### config.mk
export PLATFORM = sky130hd
export DESIGN_NAME = longest_prefix_match_router
export DESIGN_NICKNAME = d
export VERILOG_FILES = /design/src/lpmr_pkg.sv /design/src/lpmr_ram.sv /design/src/lpmr_ctrl.sv /design/src/lpmr_dp.sv /design/src/longest_prefix_match_router.sv
export SDC_FILE = /design/constraint.sdc
export NUM_CORES = 1
export LEC_CHECK = 0
export ABC_AREA = 1
export BUFFER_PORTS_ARGS = -buffer_cell sky130_fd_sc_hd__buf_2
export CAP_MARGIN = 5
export CORE_MARGIN = 5
export CORE_UTILIZATION = 30
export CTS_BUF_LIST = sky130_fd_sc_hd__clkbuf_8
export CTS_CLUSTER_SIZE = 10
export DETAILED_ROUTE_END_ITERATION = 8
export PLACE_DENSITY_LB_ADDON = 0.3
export SETUP_SLACK_MARGIN = 0.02
export SYNTH_ARGS = -nofsm -noshare
export SYNTH_HDL_FRONTEND = slang
export SYNTH_HIERARCHICAL = 1
export SYNTH_SLANG_ARGS = --single-unit
### constraint.sdc
create_clock -name clk -period 6.07 [get_ports clk]
set_input_delay 1.214 -clock clk [delete_from_list [all_inputs] [get_ports clk]]
set_output_delay 1.214 -clock clk [all_outputs]
set_load 0.1 [all_outputs]
### src/lpmr_pkg.sv
// Shared types and constants of the longest prefix match router.
package lpmr_pkg;

    localparam int ADDR_W     = 32;
    localparam int LEN_W      = 6;
    localparam int IF_W       = 3;
    localparam int TTL_W      = 8;
    localparam int STATUS_W   = 3;
    localparam int IN_DATA_W  = 120;
    localparam int OUT_DATA_W = 48;

    localparam logic [LEN_W-1:0] FULL_LEN = 6'd32;
    localparam logic [TTL_W-1:0] TTL_MIN  = 8'd1;

    localparam logic CMD_ADD   = 1'b0;
    localparam logic CMD_ROUTE = 1'b1;

    localparam logic [STATUS_W-1:0] ST_ADDED       = 3'd0;
    localparam logic [STATUS_W-1:0] ST_FULL        = 3'd1;
    localparam logic [STATUS_W-1:0] ST_FORWARDED   = 3'd2;
    localparam logic [STATUS_W-1:0] ST_NO_ROUTE    = 3'd3;
    localparam logic [STATUS_W-1:0] ST_TTL_EXPIRED = 3'd4;

    typedef struct packed {
        logic [ADDR_W-1:0] prefix;
        logic [LEN_W-1:0]  len;
        logic              gw_flag;
        logic [ADDR_W-1:0] gw;
        logic [IF_W-1:0]   ifn;
    } route_t;

    localparam int ROUTE_W = $bits(route_t);

    typedef struct packed {
        logic load_in;
        logic add_write;
        logic scan_init;
        logic issue;
        logic emit;
    } ctrl_cmd_t;

    typedef struct packed {
        logic is_route;
        logic count_zero;
        logic last_addr;
        logic out_free;
    } ctrl_sts_t;

endpackage

### src/lpmr_ram.sv
// Generic single-port-write, single-port-read RAM with registered read data.
module lpmr_ram #(
    parameter int WIDTH = 8,
    parameter int DEPTH = 16
) (
    input  logic                                     clk,
    input  logic                                     we,
    input  logic [(DEPTH > 1 ? $clog2(DEPTH) : 1)-1:0] waddr,
    input  logic [WIDTH-1:0]                         wdata,
    input  logic [(DEPTH > 1 ? $clog2(DEPTH) : 1)-1:0] raddr,
    output logic [WIDTH-1:0]                         rdata
);

    logic [WIDTH-1:0] mem [DEPTH];
    logic [WIDTH-1:0] rdata_reg;

    always_ff @(posedge clk)
    begin
        if (we)
        begin
            mem[waddr] <= wdata;
        end
        rdata_reg <= mem[raddr];
    end

    assign rdata = rdata_reg;

endmodule

### src/lpmr_ctrl.sv
// Controller state machine of the longest prefix match router.
module lpmr_ctrl (
    input  logic                clk,
    input  logic                rst_n,
    input  logic                in_valid,
    output logic                in_ready,
    input  lpmr_pkg::ctrl_sts_t sts,
    output lpmr_pkg::ctrl_cmd_t cmd
);

    import lpmr_pkg::*;

    typedef enum logic [2:0] {
        IDLE,
        DECODE,
        ADD,
        SCAN,
        DRAIN,
        FINISH
    } state_t;

    state_t state_reg;
    state_t state_next;

    always_comb
    begin
        state_next = state_reg;
        cmd        = '0;
        in_ready   = 1'b0;
        case (state_reg)
            IDLE:
            begin
                in_ready    = 1'b1;
                cmd.load_in = in_valid;
                if (in_valid)
                begin
                    state_next = DECODE;
                end
            end
            DECODE:
            begin
                if (!sts.is_route)
                begin
                    state_next = ADD;
                end
                else
                begin
                    cmd.scan_init = 1'b1;
                    state_next    = sts.count_zero ? FINISH : SCAN;
                end
            end
            ADD:
            begin
                cmd.add_write = 1'b1;
                state_next    = FINISH;
            end
            SCAN:
            begin
                cmd.issue = 1'b1;
                if (sts.last_addr)
                begin
                    state_next = DRAIN;
                end
            end
            DRAIN:
            begin
                state_next = FINISH;
            end
            FINISH:
            begin
                if (sts.out_free)
                begin
                    cmd.emit   = 1'b1;
                    state_next = IDLE;
                end
            end
            default:
            begin
                state_next = IDLE;
            end
        endcase
    end

    always_ff @(posedge clk or negedge rst_n)
    begin
        if (!rst_n)
        begin
            state_reg <= IDLE;
        end
        else
        begin
            state_reg <= state_next;
        end
    end

    assert property (@(posedge clk) disable iff (!rst_n)
        cmd.load_in |=> state_reg == DECODE)
    else $error("accepted item did not reach decode");

    assert property (@(posedge clk) disable iff (!rst_n)
        cmd.emit |=> state_reg == IDLE)
    else $error("result emitted without returning to idle");

    assert property (@(posedge clk) disable iff (!rst_n)
        cmd.issue |-> sts.is_route && !sts.count_zero)
    else $error("table read issued for a non-route item or empty table");

endmodule

### src/lpmr_dp.sv
// Datapath of the longest prefix match router: item registers, table, scan and result.
module lpmr_dp #(
    parameter int MAX_ROUTES     = 16,
    parameter int NUM_INTERFACES = 8
) (
    input  logic                                 clk,
    input  logic                                 rst_n,
    input  logic [lpmr_pkg::IN_DATA_W-1:0]       s_tdata,
    input  logic                                 s_tuser,
    input  logic                                 m_tready,
    output logic                                 m_tvalid,
    output logic [lpmr_pkg::OUT_DATA_W-1:0]      m_tdata,
    output logic [lpmr_pkg::STATUS_W-1:0]        m_tuser,
    input  lpmr_pkg::ctrl_cmd_t                  cmd,
    output lpmr_pkg::ctrl_sts_t                  sts
);

    import lpmr_pkg::*;

    localparam int AW = (MAX_ROUTES > 1) ? $clog2(MAX_ROUTES) : 1;
    localparam int CW = $clog2(MAX_ROUTES + 1);
    localparam logic [CW-1:0] CNT_MAX = CW'(MAX_ROUTES);
    localparam logic [IF_W-1:0] IF_LAST = IF_W'(NUM_INTERFACES - 1);

    // item registers
    logic              cmd_reg;
    route_t            new_route_reg;
    logic [ADDR_W-1:0] dest_reg;
    logic [TTL_W-1:0]  ttl_reg;

    // table state
    logic [CW-1:0]     count_reg;
    logic              full_reg;
    logic [AW-1:0]     rd_addr_reg;
    logic              cmp_valid_reg;
    route_t            rd_route;
    logic              ram_we;

    // best match so far
    logic              found_reg;
    logic [LEN_W-1:0]  best_len_reg;
    logic              best_gw_flag_reg;
    logic [ADDR_W-1:0] best_gw_reg;
    logic [IF_W-1:0]   best_ifn_reg;

    // result register
    logic                  m_valid_reg;
    logic                  m_valid_next;
    logic [STATUS_W-1:0]   m_status_reg;
    logic [IF_W-1:0]       m_ifn_reg;
    logic [ADDR_W-1:0]     m_nh_reg;
    logic [TTL_W-1:0]      m_ttl_reg;

    logic [LEN_W-1:0]  in_len;
    logic [IF_W-1:0]   in_ifn;
    logic              in_gw_flag;
    logic [ADDR_W-1:0] mask;
    logic              hit;
    logic              better;
    logic [STATUS_W-1:0] res_status;
    logic [IF_W-1:0]   res_ifn;
    logic [ADDR_W-1:0] res_nh;
    logic [TTL_W-1:0]  res_ttl;

    // unpack and clamp the incoming route fields
    always_comb
    begin
        in_len     = s_tdata[37:32];
        in_gw_flag = s_tdata[38];
        in_ifn     = s_tdata[73:71];
        if (in_len > FULL_LEN)
        begin
            in_len = FULL_LEN;
        end
        if (int'(in_ifn) >= NUM_INTERFACES)
        begin
            in_ifn = IF_LAST;
        end
    end

    always_ff @(posedge clk)
    begin
        if (cmd.load_in)
        begin
            cmd_reg               <= s_tuser;
            new_route_reg.prefix  <= s_tdata[31:0];
            new_route_reg.len     <= in_len;
            new_route_reg.gw_flag <= in_gw_flag;
            new_route_reg.gw      <= in_gw_flag ? s_tdata[70:39] : '0;
            new_route_reg.ifn     <= in_ifn;
            dest_reg              <= s_tdata[105:74];
            ttl_reg               <= s_tdata[113:106];
        end
    end

    assign ram_we = cmd.add_write && (count_reg != CNT_MAX);

    lpmr_ram #(
        .WIDTH (ROUTE_W),
        .DEPTH (MAX_ROUTES)
    ) u_table (
        .clk   (clk),
        .we    (ram_we),
        .waddr (count_reg[AW-1:0]),
        .wdata (new_route_reg),
        .raddr (rd_addr_reg),
        .rdata (rd_route)
    );

    // prefix compare on the entry read last cycle
    always_comb
    begin
        if (rd_route.len == '0)
        begin
            mask = '0;
        end
        else
        begin
            mask = {ADDR_W{1'b1}} << (FULL_LEN - rd_route.len);
        end
        hit    = ((dest_reg ^ rd_route.prefix) & mask) == '0;
        better = !found_reg || (rd_route.len > best_len_reg);
    end

    always_ff @(posedge clk or negedge rst_n)
    begin
        if (!rst_n)
        begin
            count_reg     <= '0;
            full_reg      <= 1'b0;
            rd_addr_reg   <= '0;
            cmp_valid_reg <= 1'b0;
            found_reg     <= 1'b0;
        end
        else
        begin
            cmp_valid_reg <= cmd.issue;
            if (cmd.add_write)
            begin
                full_reg <= (count_reg == CNT_MAX);
            end
            if (ram_we)
            begin
                count_reg <= count_reg + CW'(1);
            end
            if (cmd.scan_init)
            begin
                rd_addr_reg <= '0;
                found_reg   <= 1'b0;
            end
            else
            begin
                if (cmd.issue)
                begin
                    rd_addr_reg <= rd_addr_reg + AW'(1);
                end
                if (cmp_valid_reg && hit && better)
                begin
                    found_reg <= 1'b1;
                end
            end
        end
    end

    always_ff @(posedge clk)
    begin
        if (cmp_valid_reg && hit && better)
        begin
            best_len_reg     <= rd_route.len;
            best_gw_flag_reg <= rd_route.gw_flag;
            best_gw_reg      <= rd_route.gw;
            best_ifn_reg     <= rd_route.ifn;
        end
    end

    // result of the item at hand
    always_comb
    begin
        res_status = ST_ADDED;
        res_ifn    = '0;
        res_nh     = '0;
        res_ttl    = '0;
        if (cmd_reg == CMD_ADD)
        begin
            res_status = full_reg ? ST_FULL : ST_ADDED;
        end
        else if (!found_reg)
        begin
            res_status = ST_NO_ROUTE;
        end
        else if (ttl_reg <= TTL_MIN)
        begin
            res_status = ST_TTL_EXPIRED;
        end
        else
        begin
            res_status = ST_FORWARDED;
            res_ifn    = best_ifn_reg;
            res_nh     = best_gw_flag_reg ? best_gw_reg : dest_reg;
            res_ttl    = ttl_reg - TTL_MIN;
        end
    end

    always_comb
    begin
        m_valid_next = m_valid_reg;
        if (cmd.emit)
        begin
            m_valid_next = 1'b1;
        end
        else if (m_tready)
        begin
            m_valid_next = 1'b0;
        end
    end

    always_ff @(posedge clk or negedge rst_n)
    begin
        if (!rst_n)
        begin
            m_valid_reg <= 1'b0;
        end
        else
        begin
            m_valid_reg <= m_valid_next;
        end
    end

    always_ff @(posedge clk)
    begin
        if (cmd.emit)
        begin
            m_status_reg <= res_status;
            m_ifn_reg    <= res_ifn;
            m_nh_reg     <= res_nh;
            m_ttl_reg    <= res_ttl;
        end
    end

    assign m_tvalid = m_valid_reg;
    assign m_tuser  = m_status_reg;
    assign m_tdata  = {5'b0, m_ttl_reg, m_nh_reg, m_ifn_reg};

    assign sts.is_route   = (cmd_reg == CMD_ROUTE);
    assign sts.count_zero = (count_reg == '0);
    assign sts.last_addr  = ((CW'(rd_addr_reg) + CW'(1)) == count_reg);
    assign sts.out_free   = !m_valid_reg || m_tready;

    assert property (@(posedge clk) disable iff (!rst_n)
        count_reg <= CNT_MAX)
    else $error("route count beyond table size");

    assert property (@(posedge clk) disable iff (!rst_n)
        cmd.issue |-> CW'(rd_addr_reg) < count_reg)
    else $error("scan read beyond stored routes");

    assert property (@(posedge clk) disable iff (!rst_n)
        ram_we |=> count_reg == $past(count_reg) + CW'(1))
    else $error("route stored without count advance");

    assert property (@(posedge clk) disable iff (!rst_n)
        cmd.emit |-> !(m_valid_reg && !m_tready))
    else $error("result overwrote a pending item");

endmodule

### src/longest_prefix_match_router.sv
// Top level of the longest prefix match router.
//
// An add item stores one route in the next free table slot, or reports the table full;
// it passes the decode, add and finish states before m_tvalid rises. A route item scans
// the stored routes one per cycle through the table RAM's single read port, keeping the
// longest match with the earliest route winning ties; it passes the decode, scan, drain
// and finish states (decode and finish only for an empty table) before m_tvalid rises.
// One item is in work at a time; the next item is accepted at the edge after the result
// enters the output register, even while that result still waits to be taken, and a
// result that is still waiting holds back the next one. The table needs no clearing after
// reset: only slots below the route count are read.
module longest_prefix_match_router #(
    parameter int MAX_ROUTES     = 16,
    parameter int NUM_INTERFACES = 8
) (
    input  logic                                 clk,
    input  logic                                 rst_n,
    input  logic                                 s_tvalid,
    output logic                                 s_tready,
    // prefix, prefix len, gateway flag, gateway, out interface,
    // dest_addr, ttl_in
    input  logic [lpmr_pkg::IN_DATA_W-1:0]       s_tdata,
    // command
    input  logic                                 s_tuser,
    output logic                                 m_tvalid,
    input  logic                                 m_tready,
    // out_interface, forwarding address, ttl_out
    output logic [lpmr_pkg::OUT_DATA_W-1:0]      m_tdata,
    // status
    output logic [lpmr_pkg::STATUS_W-1:0]        m_tuser
);

    import lpmr_pkg::*;

    ctrl_cmd_t cmd;
    ctrl_sts_t sts;

    lpmr_ctrl u_ctrl (
        .clk      (clk),
        .rst_n    (rst_n),
        .in_valid (s_tvalid),
        .in_ready (s_tready),
        .sts      (sts),
        .cmd      (cmd)
    );

    lpmr_dp #(
        .MAX_ROUTES     (MAX_ROUTES),
        .NUM_INTERFACES (NUM_INTERFACES)
    ) u_dp (
        .clk      (clk),
        .rst_n    (rst_n),
        .s_tdata  (s_tdata),
        .s_tuser  (s_tuser),
        .m_tready (m_tready),
        .m_tvalid (m_tvalid),
        .m_tdata  (m_tdata),
        .m_tuser  (m_tuser),
        .cmd      (cmd),
        .sts      (sts)
    );

endmodule

**Word level (Yosys, flattened, before mapping)**

Memory sizes are Yosys's and may differ from the RTL's. A register that Yosys moved wholly into a read port is not among the register bits.
Cells that the tools add are included.
Widths: inputs -> output; s select.

- Memory bits (writable): 1184
- Memories kept: 1
- Register bits after elaboration: 219
- Output and inout bits: 53
- Input port bits: 125
- Word-level logic and storage cells: 93

Memories:

| name | depth | width | rd ports | clocked after Yosys merged registers in | wr ports | RTL line | text |
|---|---|---|---|---|---|---|---|
| u_dp.u_table.mem | 16 | 74 | 1 | 1 | 1 | lpmr_ram.sv:14 | `logic [WIDTH-1:0] mem [DEPTH];` |

- Add/sub/neg operators: 5
- Reductions and logical operators: 17
- Muxes and demuxes: 28
- $lt $le $gt $ge: 3
- Equality and inequality tests: 11
- Shift-type cells: 1
- Bitwise operators: 4

Operators with widths:

| kind | number |
|---|---|
| $mux 32 | 2 |
| $and 32x32->32 | 1 |
| $logic_not 32->1 | 1 |
| $shl 32x6->32 const A | 1 |
| $xor 32x32->32 | 1 |
| $mux 3 | 8 |
| $mux 1 | 15 |
| $pmux 3 s5 | 1 |
| $le 8x1->1 const B | 1 |
| $mux 4 | 2 |
| $sub 8x1->8 const B | 1 |
| $eq 3x2->1 const B | 2 |
| $eq 3x3->1 const B | 2 |
| $gt 6x6->1 | 1 |
| $gt 6x6->1 const B | 1 |
| $logic_not 6->1 | 1 |
| $ne 2x2->1 const B | 3 |
| $reduce_bool 2->1 | 3 |
| $sub 6x6->6 const A | 1 |
| $add 4x1->5 const B | 1 |
| $add 5x1->5 const B | 1 |
| $eq 5x5->1 | 1 |
| $eq 5x5->1 const B | 1 |
| $logic_not 5->1 | 1 |
| 11 further kinds | 16 |

**Depth between registers and ports, before layout**

Gate-level depths: netlist of the first run.

- Depth in word-level cells: 9
- Depth in mapped cells: 19
- Depth with buffers taken out: 19

**Cells and area by module**

Netlist of the first run, hierarchy kept.

By module, submodules not included:

| module | cells each | area an instance (um2) | seq. area each (um2) | times used |
|---|---|---|---|---|
| lpmr_ram | 4864 | 52417.8 | 37035.5 | 1 |
| lpmr_dp | 704 | 8843.5 | 6421.2 | 1 |
| lpmr_ctrl | 42 | 254.0 | 75.1 | 1 |

**Least setup slack after synthesis of the first run**

OpenSTA, ideal clock, no wires.

- Path kind: input to register
- Start: input s_tvalid
- End: register u_dp.cmd_reg (enable)
- Slack: -0.552 ns
- Data arrival time: 6.032 ns
- Data required time: 5.480 ns
- Buffers on the path: 0
- Stages: 2
- Cell sequence: inv_1 > nor2_1

RTL lines:

| item | RTL line | text |
|---|---|---|
| start, declared | longest_prefix_match_router.sv:18 | `input logic s_tvalid,` |
| end signal, assigned | lpmr_dp.sv:85 | `cmd_reg <= s_tuser;` |
| end, declared | lpmr_dp.sv:26 | `logic cmd_reg;` |

**Final worst setup path of the first run**

- Start: register u_dp.u_table.rdata_reg[36] (netlist: u_dp/u_table/rdata[36]), read port of u_dp.u_table.mem
- End: register u_dp.best_gw_reg[21] (enable)

- Longest elaborated chain between the ends: 7
- Elaborated cells between the ends (all ways): 10

Ends and longest elaborated chain:

| item | RTL line | text |
|---|---|---|
| start, declared | lpmr_ram.sv:15 | `logic [WIDTH-1:0] rdata_reg;` |
| $sub 6x6->6 | lpmr_dp.sv:119 | `mask = {ADDR_W{1'b1}} << (FULL_LEN - rd_route.len);` |
| $shl 32x6->32 | lpmr_dp.sv:119 |  |
| $mux 32 | lpmr_dp.sv:113 | `if (rd_route.len == '0)` |
| $and 32x32->32 | lpmr_dp.sv:121 | `hit = ((dest_reg ^ rd_route.prefix) & mask) == '0;` |
| $logic_not 32->1 | lpmr_dp.sv:121 |  |
| $logic_and 1x1->1 | lpmr_dp.sv:167 | `if (cmp_valid_reg && hit && better)` |
| $logic_and 1x1->1 (*) | lpmr_dp.sv:167 |  |
| end signal, assigned | lpmr_dp.sv:171 | `best_gw_reg <= rd_route.gw;` |
| end, declared | lpmr_dp.sv:43 | `logic [ADDR_W-1:0] best_gw_reg;` |

Every way passes the cells marked *; elsewhere a longest branch is shown, timed or not.
A chain may end at the register's enable or synchronous reset.

==> flow_metrics.env, run 1 <==
export IMPL_status="completed"
export IMPL_io_pins=178
export IMPL_post_cts_buffers=0
export IMPL_critical_path_arrival_ps=4410
export IMPL_vias=39132
export IMPL_drc_errors=0
export IMPL_setup_tns_final_ps=0
export IMPL_ff2ff_setup_slack_ps=2320
export IMPL_avgSynthCellArea_um2=11.0
export IMPL_post_route_util=0.341
export IMPL_power_leakage_uw=0.0292
export IMPL_reg2reg_depth=16
export IMPL_regToRegEndpoint="u_dp/best_gw_reg[21]$_DFFE_PP_"
export IMPL_yosysSeqAreaShare=0.708
export IMPL_synth_edf_count=1387
export IMPL_wirelength_um=173000
export IMPL_syn_instance_count=5610
export IMPL_setup_violations=0
export IMPL_routedWlPerCell_um=19.9
export IMPL_synth_seq_cells=1477
export IMPL_drive_gt1_frac=0.0973
export IMPL_max_cap_viol_count=0
export IMPL_cts_made_buffers=278
export IMPL_hold_buffers=0
export IMPL_post_route_period_util=0.618
export IMPL_dieHeight_um=463
export IMPL_grt_pass1_wl_um=253000
export IMPL_ys_flop_type="edfxtp_1"
export IMPL_vias_per_cell=4.49
export IMPL_required_ps=6730
export IMPL_clock_skew_ps=73.6
export IMPL_num_rows=166
export IMPL_synth_top_cell_area_share=0.677
export IMPL_cts_root_buf="clkbuf_8"
export IMPL_ctsResizeCount=0
export IMPL_clock_sinks=1477
export IMPL_slew_viol_final=0
export IMPL_dr_pass1_iters=9
export IMPL_clkSlewWorstSetupHoldPaths_ps=60
export IMPL_area_delta_synth_final_pct=13.2
export IMPL_h_tree_depth=5
export IMPL_largest_reg_flops=1184
export IMPL_path_class="flop to flop"
export IMPL_syn_area_um2=61500
export IMPL_grt_pass1_vias=37876
export IMPL_antenna_found_initial=9
export IMPL_hold_viol=0
export IMPL_path_max_fanout=25
export IMPL_maxSlewHeadroom=0.180
export IMPL_grt_max_degree=208
export IMPL_worst_pin_slew_ps=1230
export IMPL_yosys_top_cells_area="edfxtp_1 68%, nand2_1 11%, nand3_1 7.4%"
export IMPL_startpoint_type="flop"
export IMPL_ys_warn_count=6
export IMPL_yosysTopAreaCell="edfxtp_1"
export IMPL_fin_crit_ps=3750
export IMPL_vdd_ir_drop_max_mv=0.679
export IMPL_cts_buffer_depth=4
export IMPL_detailed_place_hpwl_um=86800
export IMPL_r2r_start="u_dp/u_table/rdata[36]$_DFF_P_"
export IMPL_clk_latency_ps=990
export IMPL_die_area_um2=214000
export IMPL_cts_tree="done"
export IMPL_power_density_nw_per_um2=436
export IMPL_grt_util_all_layers=0.157
export IMPL_hold_class="input pin to async pin"
export IMPL_globalRoute_totalOverflow=0
export IMPL_synth_async_reset_ratio=0.0108
export IMPL_synth_cell_type_count=41
export IMPL_die_w_um=463
export IMPL_drtIter0Drc=2980
export IMPL_start_util=0.301
export IMPL_core_area_um2=204000
export IMPL_final_nets=5981
export IMPL_antenna_left=0
export IMPL_end_kind="flop"
export IMPL_place_congestion=0.848
export IMPL_fmax_mhz=267
export IMPL_rsz0062_at_grt="no"
export IMPL_io_buffers=166
[cells in the mapped netlist (3+ instances only)]
master and count:
a21oi_1 43, buf_1 12, buf_2 128, buf_4 27, buf_6 64, clkbuf_1 36
dfrtp_1 16, dfxtp_1 74, edfxtp_1 1387, ha_1 15, inv_1 980, inv_2 3
nand2_1 1747, nand2_2 8, nand3_1 915, nand3_2 3, nand3b_1 3, nand4_1 4
nor2_1 61, nor3_1 4, o21ai_0 10, o21ai_1 5, or2_2 3, xnor2_1 7
xor2_1 35
[layout make-up]
cell class	count	area, µm²
Inverter	985	3740
Fill cell	20234	135000
Antenna cell	7	17.5
Tap cell	2688	3360
Timing Repair Buffer	216	1440
Sequential cell	1477	43500
Clock buffer	299	4120
Clock inverter	164	712
Multi-Input combinational cell	2883	12700
[metal layers]
layer	share of wire	up-vias	GRT usage
li1	-	18687	-
met3	0.057	313	0.0299
met4	0.039	2	0.0627
met1	0.42	18889	0.200
met5	0.000075	-	0
met2	0.48	1241	0.266
[power breakdown]
group	switching (µW)	internal, µW
clock	4010	4570
combinational	6180	2180
sequential	958	12500
total	11100	19200
[cell usage in the layout, fill, tap and decap left out, types with 32 or more instances in the layout]
master / n
xor2_1: 35
nand2_1: 1747
clkinv_1: 32
nand3_1: 914
clkbuf_8: 299
dfxtp_1: 74
buf_2: 166
edfxtp_1: 1387
a21oi_1: 43
nor2_1: 43
inv_1: 1088
[worst max-delay path by stage]
stage          depth (start not counted)  slack (ps)                           start                         endpoint
2_1_floorplan                          4         970                        m_tready  u_dp/m_ifn_reg[0]$_SDFFCE_PP0P_
3_3_place_gp                          16        2280  u_dp/u_table/rdata[36]$_DFF_P_   u_dp/best_gw_reg[12]$_DFFE_PP_
3_5_place_dp                          16        2290  u_dp/u_table/rdata[36]$_DFF_P_   u_dp/best_gw_reg[13]$_DFFE_PP_
4_1_cts                               16        2250  u_dp/u_table/rdata[36]$_DFF_P_   u_dp/best_gw_reg[21]$_DFFE_PP_
5_1_grt                               15        1980  u_dp/u_table/rdata[36]$_DFF_P_   u_dp/best_gw_reg[21]$_DFFE_PP_
6_report                              16        2320  u_dp/u_table/rdata[36]$_DFF_P_   u_dp/best_gw_reg[21]$_DFFE_PP_
[worst max-delay path: stages (launching register included)]
cell     delay, ps
dfxtp_1        380
inv_1          150
ha_1           290
nand3_2        100
nand2_1         70
nand2_2        210
inv_1          130
o21ai_0        170
nand2_1         70
nor2_1          80
nand2_1         50
nor2_1          80
nand2_1         50
nand2_1         80
nand2_2        100
nor2_4         930
buf_4          440
[through the flow]
stage	setup WS [ps]	power (µW)	hold slack, ps	std cells	area [µm²]
finish	2320	30400	201	8719	69600
detailed placement	2290	22000	389	8249	64800
CTS	2250	30800	95.1	8712	69600
floorplan	974	19400	386	5614	61500
global placement	2280	22000	387	8249	64800
global route	1980	32200	141	8717	69600
[cell families after synthesis]
group | count (synthesis) | share of synthesized area
and+or+nand+nor | 2754 | 0.188
DFF | 1477 | 0.708
buffers and inverters | 1254 | 0.0891
AOI/OAI and AO/OA | 67 | 0.00586
xor gates and xnor gates | 42 | 0.00598
adders and majority gates | 15 | 0.00305
other | 1 | 0.0000610
Power figures use the tool's default switching activity.
==> run 2, diff against run 1 <==
==> constraint.sdc (replaced) <==
create_clock -name clk -period 3.1 [get_ports clk]
set_input_delay 0.62 -clock clk [delete_from_list [all_inputs] [get_ports clk]]
set_output_delay 0.62 -clock clk [all_outputs]
set_load 0.1 [all_outputs]
==> flow_metrics.env, run 2 (synthesized netlist as in run 1, its figures left out) <==
export IMPL_final_cell_mix="1747 x nand2_1, 1387 x edfxtp_1, 1078 x inv_1, 914 x nand3_1, 265 x clkbuf_8"
export IMPL_grt_pass1_vias=38066
export IMPL_post_cts_buffers=0
export IMPL_antenna_left=0
export IMPL_io_pins=178
export IMPL_rsz0062_at_grt="no"
export IMPL_startpoint_type="flop"
export IMPL_antenna_found_initial=14
export IMPL_die_w_um=463
export IMPL_start_util=0.301
export IMPL_area_delta_synth_final_pct=16.8
export IMPL_place_congestion=0.850
export IMPL_drive_gt1_frac=0.103
export IMPL_largest_reg_flops=1184
export IMPL_setup_violations=0
export IMPL_path_max_fanout=7
export IMPL_sw_frac_of_total=0.376
export IMPL_worst_pin_slew_ps=1240
export IMPL_globalRoute_totalOverflow=0
export IMPL_num_rows=166
export IMPL_cp_cell_sequence="buf_2"
export IMPL_switchingPower_uw=22900
export IMPL_vias=39512
export IMPL_drtIter0Drc=2840
export IMPL_end_kind="output pin"
export IMPL_whs_ps=140
export IMPL_h_tree_depth=4
export IMPL_grt_util_all_layers=0.158
export IMPL_seqPwrFrac=0.431
export IMPL_fin_crit_ps=2890
export IMPL_clkSlewWorstSetupHoldPaths_ps=60
export IMPL_vias_per_cell=4.44
export IMPL_post_route_period_util=0.932
export IMPL_maxSlewHeadroom=0.173
export IMPL_dieHeight_um=463
export IMPL_hold_class="input pin to flop"
export IMPL_clk_latency_ps=1000
export IMPL_slew_viol_final=0
export IMPL_fmax_mhz=346
export IMPL_dr_pass1_iters=6
export IMPL_hold_viol=0
export IMPL_required_ps=2480
export IMPL_critical_path_arrival_ps=2270
export IMPL_vdd_ir_drop_max_mv=0.887
export IMPL_cts_buffer_depth=3
export IMPL_setup_tns_final_ps=0
export IMPL_p_int_uw=38000
export IMPL_slowest_stage="edfxtp_1"
export IMPL_clockPowerShare=0.274
export IMPL_power_leakage_uw=0.0301
export IMPL_grt_max_degree=187
export IMPL_cts_made_buffers=238
export IMPL_final_nets=6117
export IMPL_wirelength_um=174000
export IMPL_final_common_cell="nand2_1"
export IMPL_slowest_delay_ps=740
export IMPL_clock_skew_ps=135
export IMPL_status="completed"
export IMPL_seqCellArea_um2=43500
export IMPL_critPathBufInv=1
export IMPL_ff2ff_setup_slack_ps=250
export IMPL_combPwrFrac=0.295
export IMPL_cts_tree="done"
export IMPL_power_density_nw_per_um2=846
export IMPL_grt_pass1_wl_um=255000
export IMPL_clock_sinks=1477
export IMPL_core_area_um2=204000
export IMPL_cts_root_buf="clkbuf_8"
export IMPL_path_class="flop to output pin"
export IMPL_die_area_um2=214000
export IMPL_io_buffers=166
export IMPL_cpLargestDelayFamily="flip-flops"
export IMPL_multi_input_area_um2=12700
export IMPL_max_cap_viol_count=0
export IMPL_routedWlPerCell_um=19.5
export IMPL_num_fill_cells=20339
export IMPL_drc_errors=0
export IMPL_detailed_place_hpwl_um=99100
[run 2: worst reg2reg max path, delay by kind of cell, from the launching register on]
kind / cells / cell delay [ps]
and+or+nand+nor: 4 / 1090
DFF: 1 / 510
buffers and inverters: 3 / 780
[run 2: stage by stage]
step | setup slack, ps | utilization | total power, µW | instance area (µm²) | cells
floorplan | 158 | - | 38000 | 61700 | 5614
global placement | 276 | 0.322 | 44500 | 65800 | 8311
detailed placement | 326 | 0.322 | 44500 | 65800 | 8311
CTS | 41.8 | 0.351 | 61500 | 71800 | 8874
global route | 60.0 | 0.351 | 64100 | 71800 | 8893
finish | 210 | 0.352 | 60800 | 71800 | 8897
[run 2: final timing paths]
path,start,to,cells past startpoint
setup reg to reg,u_ctrl/state_reg[1]$_DFFE_PN0P_,u_dp/u_table/mem[15][0]$_DFFE_PP_,7
hold reg to reg,u_dp/u_table/rdata[2]$_DFF_P_,u_dp/best_ifn_reg[2]$_DFFE_PP_,0
setup / recovery,u_dp/m_nh_reg[2]$_SDFFCE_PP0P_,m_tdata[5],1
min in group asynchronous,rst_n,u_dp/m_tvalid$_DFFE_PN0P_,2
max in group asynchronous,rst_n,u_dp/rd_addr_reg[1]$_DFFE_PN0P_,2
hold / removal,s_tdata[33],u_dp/new_route_reg[37]$_SDFFCE_PN0P_,3
[run 2: power by group through the flow]
stage	Clock (µW)	Sequential [µW]	Combinational, µW
2_1_floorplan	0	26400	11600
3_3_place_gp	0	26600	17900
3_5_place_dp	0	26600	17900
4_1_cts	17200	26200	18100
5_1_grt	18100	26400	19600
6_report	16700	26200	17900
[run 2: per-layer routing]
metal  wire [µm]  global-route usage  vias to the layer above  share of wire
li1            -                   -                    18994              -
met1       75500               0.206                    19137           0.43
met2       84400               0.266                     1109           0.49
met3        8230              0.0238                      272          0.047
met4        5730              0.0591                        0          0.033
met5           0                   0                        -              0
[run 2: area by class of cell]
cell class | instances | area share
repair buffers | 392 | 0.0507
clock inverters | 184 | 0.0163
inverters | 985 | 0.0521
flip-flops and latches | 1477 | 0.606
well taps | 2688 | 0.0468
diodes | 23 | 0.000801
multi-input cells | 2883 | 0.176
clock buffers | 265 | 0.0508
[run 2: what timing repair did]
| action | in CTS | in global routing |
|---|---|---|
| gates resized for setup | 0 | 1 |
| setup endpoints to repair | 0 | 1 |
| hold buffers | 114 | 0 |
| endpoints found under the hold margin | 129 | 0 |
